===== src/design/jpeg_block_quantizer_core_assert.svh =====
// Assertion macros shared by the quantizer RTL.
`ifndef JPEG_BLOCK_QUANTIZER_CORE_ASSERT_SVH
`define JPEG_BLOCK_QUANTIZER_CORE_ASSERT_SVH

// Same-cycle implication under the clock, disabled while reset is asserted.
`define JBQ_ASSERT_IMPL(label, clk, rst_n, ante, cons) \
	label: assert property (@(posedge clk) disable iff (!(rst_n)) (ante) |-> (cons)) \
		else $error("assertion failed: same-cycle implication");

// Next-cycle implication under the clock, disabled while reset is asserted.
`define JBQ_ASSERT_NEXT(label, clk, rst_n, ante, cons) \
	label: assert property (@(posedge clk) disable iff (!(rst_n)) (ante) |=> (cons)) \
		else $error("assertion failed: next-cycle implication");

`endif


===== src/design/jbq_pkg.sv =====
package jbq_pkg;

	localparam int COEF_WIDTH = 12;
	localparam int ENTRY_W    = 7;
	localparam int QIDX_W     = 9;
	localparam int RECON_W    = 13;
	localparam int ZCNT_W     = 7;
	localparam int ERR_W      = 18;
	localparam int POS_W      = 6;
	localparam int SQ_W       = 2 * ENTRY_W;
	// Signed working width for the index and reconstruction before truncation.
	localparam int EXT_W      = (COEF_WIDTH + 1 > RECON_W) ? COEF_WIDTH + 1 : RECON_W;
	localparam int CNT_W      = $clog2(COEF_WIDTH);

	localparam logic [ZCNT_W-1:0] ZCNT_MAX  = '1;
	localparam logic [ERR_W-1:0]  ERR_MAX   = '1;
	localparam logic [POS_W-1:0]  LAST_POS  = '1;
	localparam logic [ZCNT_W-1:0] ZCNT_FULL = ZCNT_W'(64);

	localparam logic [ENTRY_W-1:0] LUMA_TABLE [64] = '{
		7'd16, 7'd11, 7'd10, 7'd16, 7'd24,  7'd40,  7'd51,  7'd61,
		7'd12, 7'd12, 7'd14, 7'd19, 7'd26,  7'd58,  7'd60,  7'd55,
		7'd14, 7'd13, 7'd16, 7'd24, 7'd40,  7'd57,  7'd69,  7'd56,
		7'd14, 7'd17, 7'd22, 7'd29, 7'd51,  7'd87,  7'd80,  7'd62,
		7'd18, 7'd22, 7'd37, 7'd56, 7'd68,  7'd109, 7'd103, 7'd77,
		7'd24, 7'd35, 7'd55, 7'd64, 7'd81,  7'd104, 7'd113, 7'd92,
		7'd49, 7'd64, 7'd78, 7'd87, 7'd103, 7'd121, 7'd120, 7'd101,
		7'd72, 7'd92, 7'd95, 7'd98, 7'd112, 7'd100, 7'd103, 7'd99
	};

endpackage


===== src/design/jpeg_block_quantizer_core.sv =====
// JPEG luminance block quantizer.
// Input channel: coefficient with coef_valid/coef_stall. One word is one DCT
// coefficient; 64 words in row-major order make one 8x8 block, and a position
// counter picks the standard luminance table entry for each word.
// Output channel: quant_index, recon_value, block_done, zero_total, error_sum
// with result_valid/result_stall. Every input word gives exactly one result
// word. The 64th result of a block has block_done set and carries the zero
// count and the summed squared error; on other words those two fields are 0.
// A restoring divider produces one quotient bit per cycle. A word passes
// through an accept step, the divide steps and a finish step; coef_stall stays
// high until the finish step commits, and result_valid is registered there.
// The output register lets the next word be accepted while a result waits.
// If result_stall holds, the finish step waits and coef_stall stays high
// until the waiting result is taken. Reset clears the position, the block
// totals and all valids; the first word after reset is position 0.
module jpeg_block_quantizer_core (
	input  logic                                  clk,
	input  logic                                  arst_n,
	input  logic                                  coef_valid,
	output logic                                  coef_stall,
	input  logic signed [jbq_pkg::COEF_WIDTH-1:0] coefficient,
	output logic                                  result_valid,
	input  logic                                  result_stall,
	output logic signed [jbq_pkg::QIDX_W-1:0]     quant_index,
	output logic signed [jbq_pkg::RECON_W-1:0]    recon_value,
	output logic                                  block_done,
	output logic        [jbq_pkg::ZCNT_W-1:0]     zero_total,
	output logic        [jbq_pkg::ERR_W-1:0]      error_sum
);
	import jbq_pkg::*;

	typedef enum logic [1:0] {S_IDLE, S_DIV, S_FIN} state_t;

	state_t                  state_q;
	logic [CNT_W-1:0]        cnt_q;
	logic [POS_W-1:0]        position_q;
	logic [ZCNT_W-1:0]       zero_count_q;
	logic [ERR_W-1:0]        acc_q;
	logic [ENTRY_W-1:0]      entry_q;
	logic                    sign_q;
	logic [COEF_WIDTH-1:0]   dvd_q;
	logic [COEF_WIDTH-1:0]   quo_q;
	logic [ENTRY_W-1:0]      rem_q;

	logic                    coef_acc;
	logic                    commit;
	logic [ENTRY_W-1:0]      entry_sel;
	logic [COEF_WIDTH-1:0]   mag;
	logic [COEF_WIDTH-1:0]   dvd_in;
	logic [ENTRY_W:0]        shifted;
	logic [ENTRY_W+1:0]      trial;
	logic                    trial_ge;
	logic [COEF_WIDTH-1:0]   recon_mag;
	logic [EXT_W-1:0]        q_ext;
	logic [EXT_W-1:0]        r_ext;
	logic signed [ENTRY_W:0] err;
	logic [ENTRY_W-1:0]      err_abs;
	logic [SQ_W-1:0]         sq;
	logic [ERR_W:0]          acc_sum;
	logic [ERR_W-1:0]        acc_next;
	logic [ZCNT_W-1:0]       zc_next;
	logic                    last;

	assign coef_stall = (state_q != S_IDLE);
	assign coef_acc   = coef_valid && !coef_stall;
	assign commit     = (state_q == S_FIN) && (!result_valid || !result_stall);

	// Work on the magnitude; the rounding offset is half the table entry.
	assign entry_sel = LUMA_TABLE[position_q];
	assign mag       = coefficient[COEF_WIDTH-1] ? (~coefficient + 1'b1) : coefficient;
	assign dvd_in    = mag + COEF_WIDTH'(entry_sel[ENTRY_W-1:1]);

	// One restoring step: the remainder stays below the entry.
	assign shifted  = {rem_q, quo_q[COEF_WIDTH-1]};
	assign trial    = {1'b0, shifted} - {2'b00, entry_q};
	assign trial_ge = !trial[ENTRY_W+1];

	// index * entry equals the rounded dividend minus the remainder, and the
	// reconstruction error is the remainder minus half the entry.
	assign recon_mag = dvd_q - COEF_WIDTH'(rem_q);
	assign q_ext     = sign_q ? -EXT_W'(quo_q) : EXT_W'(quo_q);
	assign r_ext     = sign_q ? -EXT_W'(recon_mag) : EXT_W'(recon_mag);
	assign err       = signed'({1'b0, rem_q}) - signed'({2'b00, entry_q[ENTRY_W-1:1]});
	assign err_abs   = err[ENTRY_W] ? ENTRY_W'(-err) : err[ENTRY_W-1:0];
	assign sq        = err_abs * err_abs;
	assign acc_sum   = {1'b0, acc_q} + (ERR_W + 1)'(sq);
	assign acc_next  = acc_sum[ERR_W] ? ERR_MAX : acc_sum[ERR_W-1:0];
	assign zc_next   = ((quo_q == '0) && (zero_count_q != ZCNT_MAX)) ?
		zero_count_q + 1'b1 : zero_count_q;
	assign last      = (position_q == LAST_POS);

	always_ff @(posedge clk or negedge arst_n) begin
		if (!arst_n) begin
			state_q      <= S_IDLE;
			cnt_q        <= '0;
			position_q   <= '0;
			zero_count_q <= '0;
			acc_q        <= '0;
			entry_q      <= '0;
			sign_q       <= 1'b0;
			dvd_q        <= '0;
			quo_q        <= '0;
			rem_q        <= '0;
			result_valid <= 1'b0;
			quant_index  <= '0;
			recon_value  <= '0;
			block_done   <= 1'b0;
			zero_total   <= '0;
			error_sum    <= '0;
		end else begin
			if (result_valid && !result_stall && !commit) begin
				result_valid <= 1'b0;
			end
			case (state_q)
				S_IDLE: begin
					if (coef_acc) begin
						entry_q <= entry_sel;
						sign_q  <= coefficient[COEF_WIDTH-1];
						dvd_q   <= dvd_in;
						quo_q   <= dvd_in;
						rem_q   <= '0;
						cnt_q   <= '0;
						state_q <= S_DIV;
					end
				end
				S_DIV: begin
					rem_q <= trial_ge ? trial[ENTRY_W-1:0] : shifted[ENTRY_W-1:0];
					quo_q <= {quo_q[COEF_WIDTH-2:0], trial_ge};
					cnt_q <= cnt_q + 1'b1;
					if (cnt_q == CNT_W'(COEF_WIDTH - 1)) begin
						state_q <= S_FIN;
					end
				end
				S_FIN: begin
					if (commit) begin
						result_valid <= 1'b1;
						quant_index  <= signed'(q_ext[QIDX_W-1:0]);
						recon_value  <= signed'(r_ext[RECON_W-1:0]);
						block_done   <= last;
						zero_total   <= last ? zc_next : '0;
						error_sum    <= last ? acc_next : '0;
						zero_count_q <= last ? '0 : zc_next;
						acc_q        <= last ? '0 : acc_next;
						position_q   <= position_q + 1'b1;
						state_q      <= S_IDLE;
					end
				end
				default: begin
					state_q <= S_IDLE;
				end
			endcase
		end
	end

`include "jpeg_block_quantizer_core_assert.svh"

	`JBQ_ASSERT_NEXT(a_accept_starts_div, clk, arst_n, coef_acc, state_q == S_DIV && cnt_q == '0)
	`JBQ_ASSERT_IMPL(a_div_count_range, clk, arst_n, state_q == S_DIV,
		cnt_q <= CNT_W'(COEF_WIDTH - 1))
	`JBQ_ASSERT_IMPL(a_totals_only_at_end, clk, arst_n, result_valid && !block_done,
		zero_total == '0 && error_sum == '0)
	`JBQ_ASSERT_IMPL(a_zero_total_bound, clk, arst_n, result_valid && block_done,
		zero_total <= ZCNT_FULL)

endmodule

===== config.mk =====
export PLATFORM = sky130hd
export DESIGN_NAME = jpeg_block_quantizer_core
export DESIGN_NICKNAME = d
export VERILOG_FILES = /design/src/design/jbq_pkg.sv /design/src/design/jpeg_block_quantizer_core.sv
export VERILOG_INCLUDE_DIRS = /design/src /design/src/design
export SDC_FILE = /design/constraint.sdc
export NUM_CORES = 1
export LEC_CHECK = 0
export BUFFER_PORTS_ARGS = -buffer_cell sky130_fd_sc_hd__clkbuf_2
export CAP_MARGIN = 40
export CORE_MARGIN = 2
export CORE_UTILIZATION = 50
export CTS_CLUSTER_DIAMETER = 80
export DETAILED_ROUTE_END_ITERATION = 8
export PLACE_DENSITY = 0.77
export SLEW_MARGIN = 20
export SYNTH_ARGS = -nofsm -noshare
export SYNTH_HDL_FRONTEND = slang
export SYNTH_SLANG_ARGS = --single-unit

===== constraint.sdc =====
create_clock -name clk -period 7.75 [get_ports clk]
set_input_delay 1.55 -clock clk [delete_from_list [all_inputs] [get_ports clk]]
set_output_delay 1.55 -clock clk [all_outputs]
set_load 0.05 [all_outputs]

==> Word level (Yosys, flattened, before mapping) <==
Memories as Yosys holds them, arrays and structs flattened.
Index checks and enable logic that the tools add are counted.
{ "totals": {"regBits": 125, "romBits": 448, "input_bits": 16, "out_inout_bits": 50, "word_cells": 86, "n_memories": 1} }
{ "classes": {"addsub": 12, "mul": 1, "magnitude_cmp": 1, "n_eq_ne": 8, "muxes": 26, "bitwise_logic": 2, "n_reduce_logical": 19} }
{ "mem_list": {"columns": ["memory", "words", "width", "read_ports", "rd_ports_with_merged_regs", "write_ports", "line", "text"], "rows": [
  ["(no name shown)", 64, 7, 1, 0, 0, "jpeg_block_quantizer_core.sv:69", "assign entry_sel = LUMA_TABLE[position_q];"]
]} }
{ "ops": {"columns": ["cell", "n"], "rows": [
  ["two-way mux 7 bit", 8],
  ["two-way mux 18 bit", 3],
  ["two-way mux 12 bit", 2],
  ["one-hot mux 12 bit (2 select lines)", 1],
  ["adder 18 x 14 -> 19 bit", 1],
  ["multiplier 7 x 7 -> 14 bit", 1],
  ["one-hot mux 7 bit (2 select lines)", 1],
  ["two-way mux 13 bit", 1],
  ["negation 12 -> 13 bit", 1],
  ["adder 12 x 1 -> 12 bit (second input constant)", 1],
  ["adder 12 x 6 -> 12 bit", 1],
  ["zero test 12 bit", 1],
  ["inverter 12 bit", 1],
  ["subtractor 12 x 7 -> 12 bit", 1],
  ["two-way mux 9 bit", 1],
  ["negation 9 bit", 1],
  ["subtractor 8 x 7 -> 9 bit", 1],
  ["one-hot mux 4 bit (2 select lines)", 1],
  ["subtractor 7 x 6 -> 8 bit", 1],
  ["adder 7 x 1 -> 7 bit (second input constant)", 1],
  ["greater-or-equal comparator 7 bit (second input constant)", 1],
  ["inequality test 7 bit (second input constant)", 1],
  ["negation 7 bit", 1],
  ["inverter 6 -> 7 bit", 1],
  ["18 further kinds", 35]
]} }

==> Depth between registers and ports, before layout <==
{ "depth": {"ltp_word": 8, "mapped_depth": 27, "ltp_nobuf": 26} }

==> Least setup slack after synthesis <==
No wires, ideal clock.
{ "synth_path": {"path_kind": "register -> register", "start": "reg rem_q[0]", "end": "reg error_sum[10] (netlist name)", "setup_ns": 0.133, "arrival_time_ns": 6.323, "required_ns": 7.617, "path_slack_ns": 1.294, "stages_incl_launch_ff": 27, "path_buffers": 2, "period_less_slack_ns": 6.456, "cell_sequence": "dfrtp_1 > inv_1 > ha_1 > inv_1 > fa_1 > a21o_1 > a21oi_1 > xnor2_1 > o31ai_1 > xnor2_1 > clkbuf_1 > nor2_1 > fa_1 > fa_1 > inv_1 > fa_1 > fa_1 > inv_1 > ha_1 > a21o_1 > a31o_2 > a21oi_1 > nand2_1 > o2111a_1 > clkbuf_1 > a22oi_1 > o21ai_0"} }
{ "synth_via": {"elab_chain_len": 7} }
{ "synth_rtl": {"columns": ["element", "line", "text"], "rows": [
  ["from (decl)", "jpeg_block_quantizer_core.sv:43", "logic [ENTRY_W-1:0] rem_q;"],
  ["from (signal assigned)", "jpeg_block_quantizer_core.sv:127", "rem_q <= trial_ge ? trial[ENTRY_W-1:0] : shifted[ENTRY_W-1:0];"],
  ["subtractor 7 x 6 -> 8 bit (*)", "jpeg_block_quantizer_core.sv:83", "assign err = signed'({1'b0, rem_q}) - signed'({2'b00, entry_q[ENTRY_W-1:1]});"],
  ["negation 7 bit", "jpeg_block_quantizer_core.sv:84", "assign err_abs = err[ENTRY_W] ? ENTRY_W'(-err) : err[ENTRY_W-1:0];"],
  ["two-way mux 7 bit (*)", "jpeg_block_quantizer_core.sv:84", null],
  ["multiplier 7 x 7 -> 14 bit (*)", "jpeg_block_quantizer_core.sv:85", "assign sq = err_abs * err_abs;"],
  ["adder 18 x 14 -> 19 bit (*)", "jpeg_block_quantizer_core.sv:86", "assign acc_sum = {1'b0, acc_q} + (ERR_W + 1)'(sq);"],
  ["two-way mux 18 bit (*)", "jpeg_block_quantizer_core.sv:87", "assign acc_next = acc_sum[ERR_W] ? ERR_MAX : acc_sum[ERR_W-1:0];"],
  ["two-way mux 18 bit (*)", "jpeg_block_quantizer_core.sv:141", "error_sum <= last ? acc_next : '0;"],
  ["to (signal assigned)", "jpeg_block_quantizer_core.sv:141", null],
  ["to (decl)", "jpeg_block_quantizer_core.sv:28", "output logic [jbq_pkg::ERR_W-1:0] error_sum"]
]} }
Every way passes the cells marked *; elsewhere a longest branch is shown, timed or not.
A chain may end at the register's enable or synchronous reset.

==> Worst setup path after layout <==
{ "layout_path": {"start": "reg rem_q[0]", "end": "reg acc_q[4]"} }
{ "layout_via": {"elab_chain_len": 7} }
{ "layout_rtl": {"columns": ["element", "line", "text"], "rows": [
  ["subtractor 7 x 6 -> 8 bit (*)", "jpeg_block_quantizer_core.sv:83", null],
  ["negation 7 bit", "jpeg_block_quantizer_core.sv:84", null],
  ["two-way mux 7 bit (*)", "jpeg_block_quantizer_core.sv:84", null],
  ["multiplier 7 x 7 -> 14 bit (*)", "jpeg_block_quantizer_core.sv:85", null],
  ["adder 18 x 14 -> 19 bit (*)", "jpeg_block_quantizer_core.sv:86", null],
  ["two-way mux 18 bit (*)", "jpeg_block_quantizer_core.sv:87", null],
  ["two-way mux 18 bit (*)", "jpeg_block_quantizer_core.sv:143", "acc_q <= last ? '0 : acc_next;"],
  ["to (signal assigned)", "jpeg_block_quantizer_core.sv:143", null],
  ["to (decl)", "jpeg_block_quantizer_core.sv:38", "logic [ERR_W-1:0] acc_q;"]
]} }
Marks and branches as above.

==> summary.txt <==
Run status
  – Run status: finished, final reports clean

Setup path
  – Critical-path maximum fanout: 18
  – Crit start category: flip-flop
  – R2R depth: 25
  – Setup crit start: rem_q[0]
  – Crit-path slowest cell: fa_1
  – CP Buf/Inv Count: 5
  – Setup slack, reg-to-reg: 0.65 ns
  – FF-to-FF End: acc_q[4]
  – Worst Path Required: 8.06 ns
  – Worst reg2reg path startpoint: rem_q[0]
  – Crit path to: acc_q[4]
  – Crit-path max cell delay: 0.56 ns
  – CP Data Arrival Time: 7.41 ns
  – Worst setup EP type: flip-flop
  – Worst path top cell family by delay: adder cells
  – Crit Path Category: flip-flop to flip-flop
  – Critical Path Stages: 25

Synth
  – Synthesized area: roughly 9600 sq um
  – #FFs+latches synth: between 100 and 150
  – Syn avg cell area: 8.64 sq um
  – Sequential fraction of the synthesis area: between 30% and 40%
  – Area share of the largest cell type after synthesis: 32.4%
  – Most common flop cell mapped by yosys: dfrtp_1
  – Number of flops mapped to enable cells by yosys: 0
  – Cell count after synthesis: 1116
  – Top post-synthesis cells by area: dfrtp_1 (32%), ha_1 (8.8%), fa_1 (6.4%)
  – Net Count, Synth: approximately 1200
  – Area leader, netlist: dfrtp_1
  – Async set-reset flop share out of synthesis: between 90% and 100%
  – Ys Warns: 0
  – Distinct cell type count after synthesis: 75

Placement
  – IO Port Bufs: 65
  – Placed wire-length estimate: 16500 um
  – RePlAce Congestion: 0.899
  – Placed standard-cell area: 10200 sq um

STA
  – RSZ-0062 raised after global routing: no
  – Worst Max-Slew Pin Slew: 0.865 ns
  – Max Freq: 0.141 GHz
  – Final setup vio count: 0
  – Rel. slew slack: between 40% and 50%
  – Final Max Slew Viols: 0
  – Final min period: approximately 7.1 ns
  – Final Hold Fails: 0
  – Tcrit/Tclk final: 91.7%
  – Clock Skew: 0.00957 ns
  – Total negative setup slack: 0 ns

Global route
  – Vias in the first global route: approximately 7500
  – Grt ovf: 0
  – GRT Total Usage: between 20% and 30%
  – First-pass GRT wire length: ~37000 um
  – Initial antenna violation count: 0
  – Pin count of the biggest net entering global routing: 85

CTS
  – # clock sinks: approximately 130
  – Reg clk slew, reported paths: 0.06 ns
  – TritonCTS clock tree: built
  – Setup repair bufs after CTS: 0
  – Hold bufs inserted after CTS: 0
  – CTS resizes: 0
  – Clk_lat worst skew: 0.43 ns
  – Clock Tree Buf Depth: 2
  – Htree depth: 4
  – Root buffer cell: clkbuf_16
  – Num CTS Buffers: 17

Finish
  – Layout Nets: approximately 1300
  – Layout cells sized above 1: 11.9%
  – N_diodes: 0
  – P&R area growth vs syn: 12.4%
  – Design Area, Final: 10800 sq um

Floorplanning
  – # rows: 50
  – Die area: ~20000 sq um
  – Placeable Area: roughly 19000 sq um
  – DIE WIDTH: 143 um
  – IO Pins: between 60 and 70
  – Die Y: 143 um
  – Initial Util: 51.2%

Drt
  – Pre-antenna DRT Iters: 5
  – Routed WL per cell: between 15 and 20 um
  – Via density: 5.71
  – Total wirelength of the detailed-routed design: around 23000 um
  – DR vias: 8181
  – Drt drc: 0
  – DRT antenna net count: 0
  – Number of DRC markers in iteration 0: between 400 and 500

Worst hold path
  – Worst hold path type: flip-flop to flip-flop

Flow run
  – Number of maximum-capacitance violations: 0
==> final cells by class <==
type / instances / area, sq um
multi-input combinational: 841 / 5940
inverter: 96 / 360
clock inverter: 13 / 141
sequential: 125 / 3130
tap: 260 / 325
timing repair buffer: 78 / 495
fill: 1636 / 8000
clock buffer: 19 / 443
==> tightest hold or removal path, cell delays in order (launching register included) <==
cell	delay [ns]
dfrtp_1	0.34
nand2_1	0.04
o21ai_0	0.06
==> registers in the layout, summed over array words and instances (netlist names), 6 cells and up <==
name and cells:
quo_q 12, recon_value 13, position_q 6, entry_q 7
error_sum 18, acc_q 18, dvd_q 12, zero_total 7
quant_index 9, rem_q 7, zero_count_q 7
==> through the flow <==
stage | utilization, % | instances | hold WS [ns] | setup WS [ns]
after floorplan | - | 1116 | 0.443 | 1.29
after global placement | 53.8 | 1393 | 0.459 | 0.923
after detailed placement | 53.9 | 1395 | 0.469 | 0.703
after CTS | 57.0 | 1427 | 0.481 | 0.667
after global routing | 57.5 | 1432 | 0.498 | 0.270
final | 57.5 | 1432 | 0.475 | 0.647
==> cell usage in the layout (no fill, tap or decap), types with 12 or more instances in the layout <==
cell	n
nand2_1	133
nor2b_1	12
a21o_1	23
nand2b_1	21
xor2_1	22
nor3_1	13
a21oi_1	52
o21ai_0	111
nand3_1	25
o211ai_1	12
clkbuf_16	17
ha_1	68
mux2i_1	16
dfrtp_1	125
xnor2_1	49
clkbuf_2	64
inv_1	96
fa_1	31
nor2_1	79
==> kinds of logic (layout without fill, tap and decap cells) <==
family / after synthesis / after routing / synth area share (%)
and+or+nand+nor: 335 / 335 / 16.3
AOI/OAI and AO/OA: 314 / 314 / 21.0
buffers and inverters: 150 / 206 / 6.03
DFF: 125 / 125 / 32.4
adders and majority gates: 99 / 99 / 15.3
xor gates and xnor gates: 71 / 71 / 6.45
muxes: 22 / 22 / 2.52
==> metal layers <==
metal	up-vias	track usage [%]	part of all wire, %
li1	3965	-	-
met1	3946	33.0	48
met2	240	35.7	45
met3	30	3.49	4.9
met4	0	6.83	1.7
met5	-	0	0
==> cells in the mapped netlist, drive strengths merged (7+ instances only) <==
| cell | n |
|---|---|
| and3 | 8 |
| xor2 | 22 |
| a22o | 8 |
| buf | 9 |
| clkbuf | 45 |
| a22oi | 9 |
| o31ai | 12 |
| a21oi | 56 |
| fa | 31 |
| nand2 | 133 |
| o21ai | 115 |
| xnor2 | 49 |
| nand2b | 22 |
| mux2i | 16 |
| a211o | 8 |
| o22ai | 7 |
| nor2b | 12 |
| ha | 68 |
| nor2 | 79 |
| a211oi | 8 |
| inv | 96 |
| nand3 | 25 |
| dfrtp | 125 |
| a21o | 23 |
| or3 | 8 |
| nor3 | 13 |
| a31oi | 8 |
| o211ai | 12 |
==> worst min-delay path by stage <==
| stage | startpoint | end | slack, ns | depth (start not counted) |
|---|---|---|---|---|
| after floorplan | cnt_q[3] | cnt_q[3] | 0.44 | 1 |
| after global placement | recon_value[12] | recon_value[12] | 0.46 | 1 |
| after detailed placement | recon_value[12] | recon_value[12] | 0.47 | 1 |
| after CTS | recon_value[12] | recon_value[12] | 0.48 | 1 |
| after global routing | recon_value[12] | recon_value[12] | 0.50 | 1 |
| final | zero_total[2] | zero_total[2] | 0.47 | 2 |
Power is not shown: default switching activity piles up to over one toggle a cycle in this logic, so the estimate is an artifact.
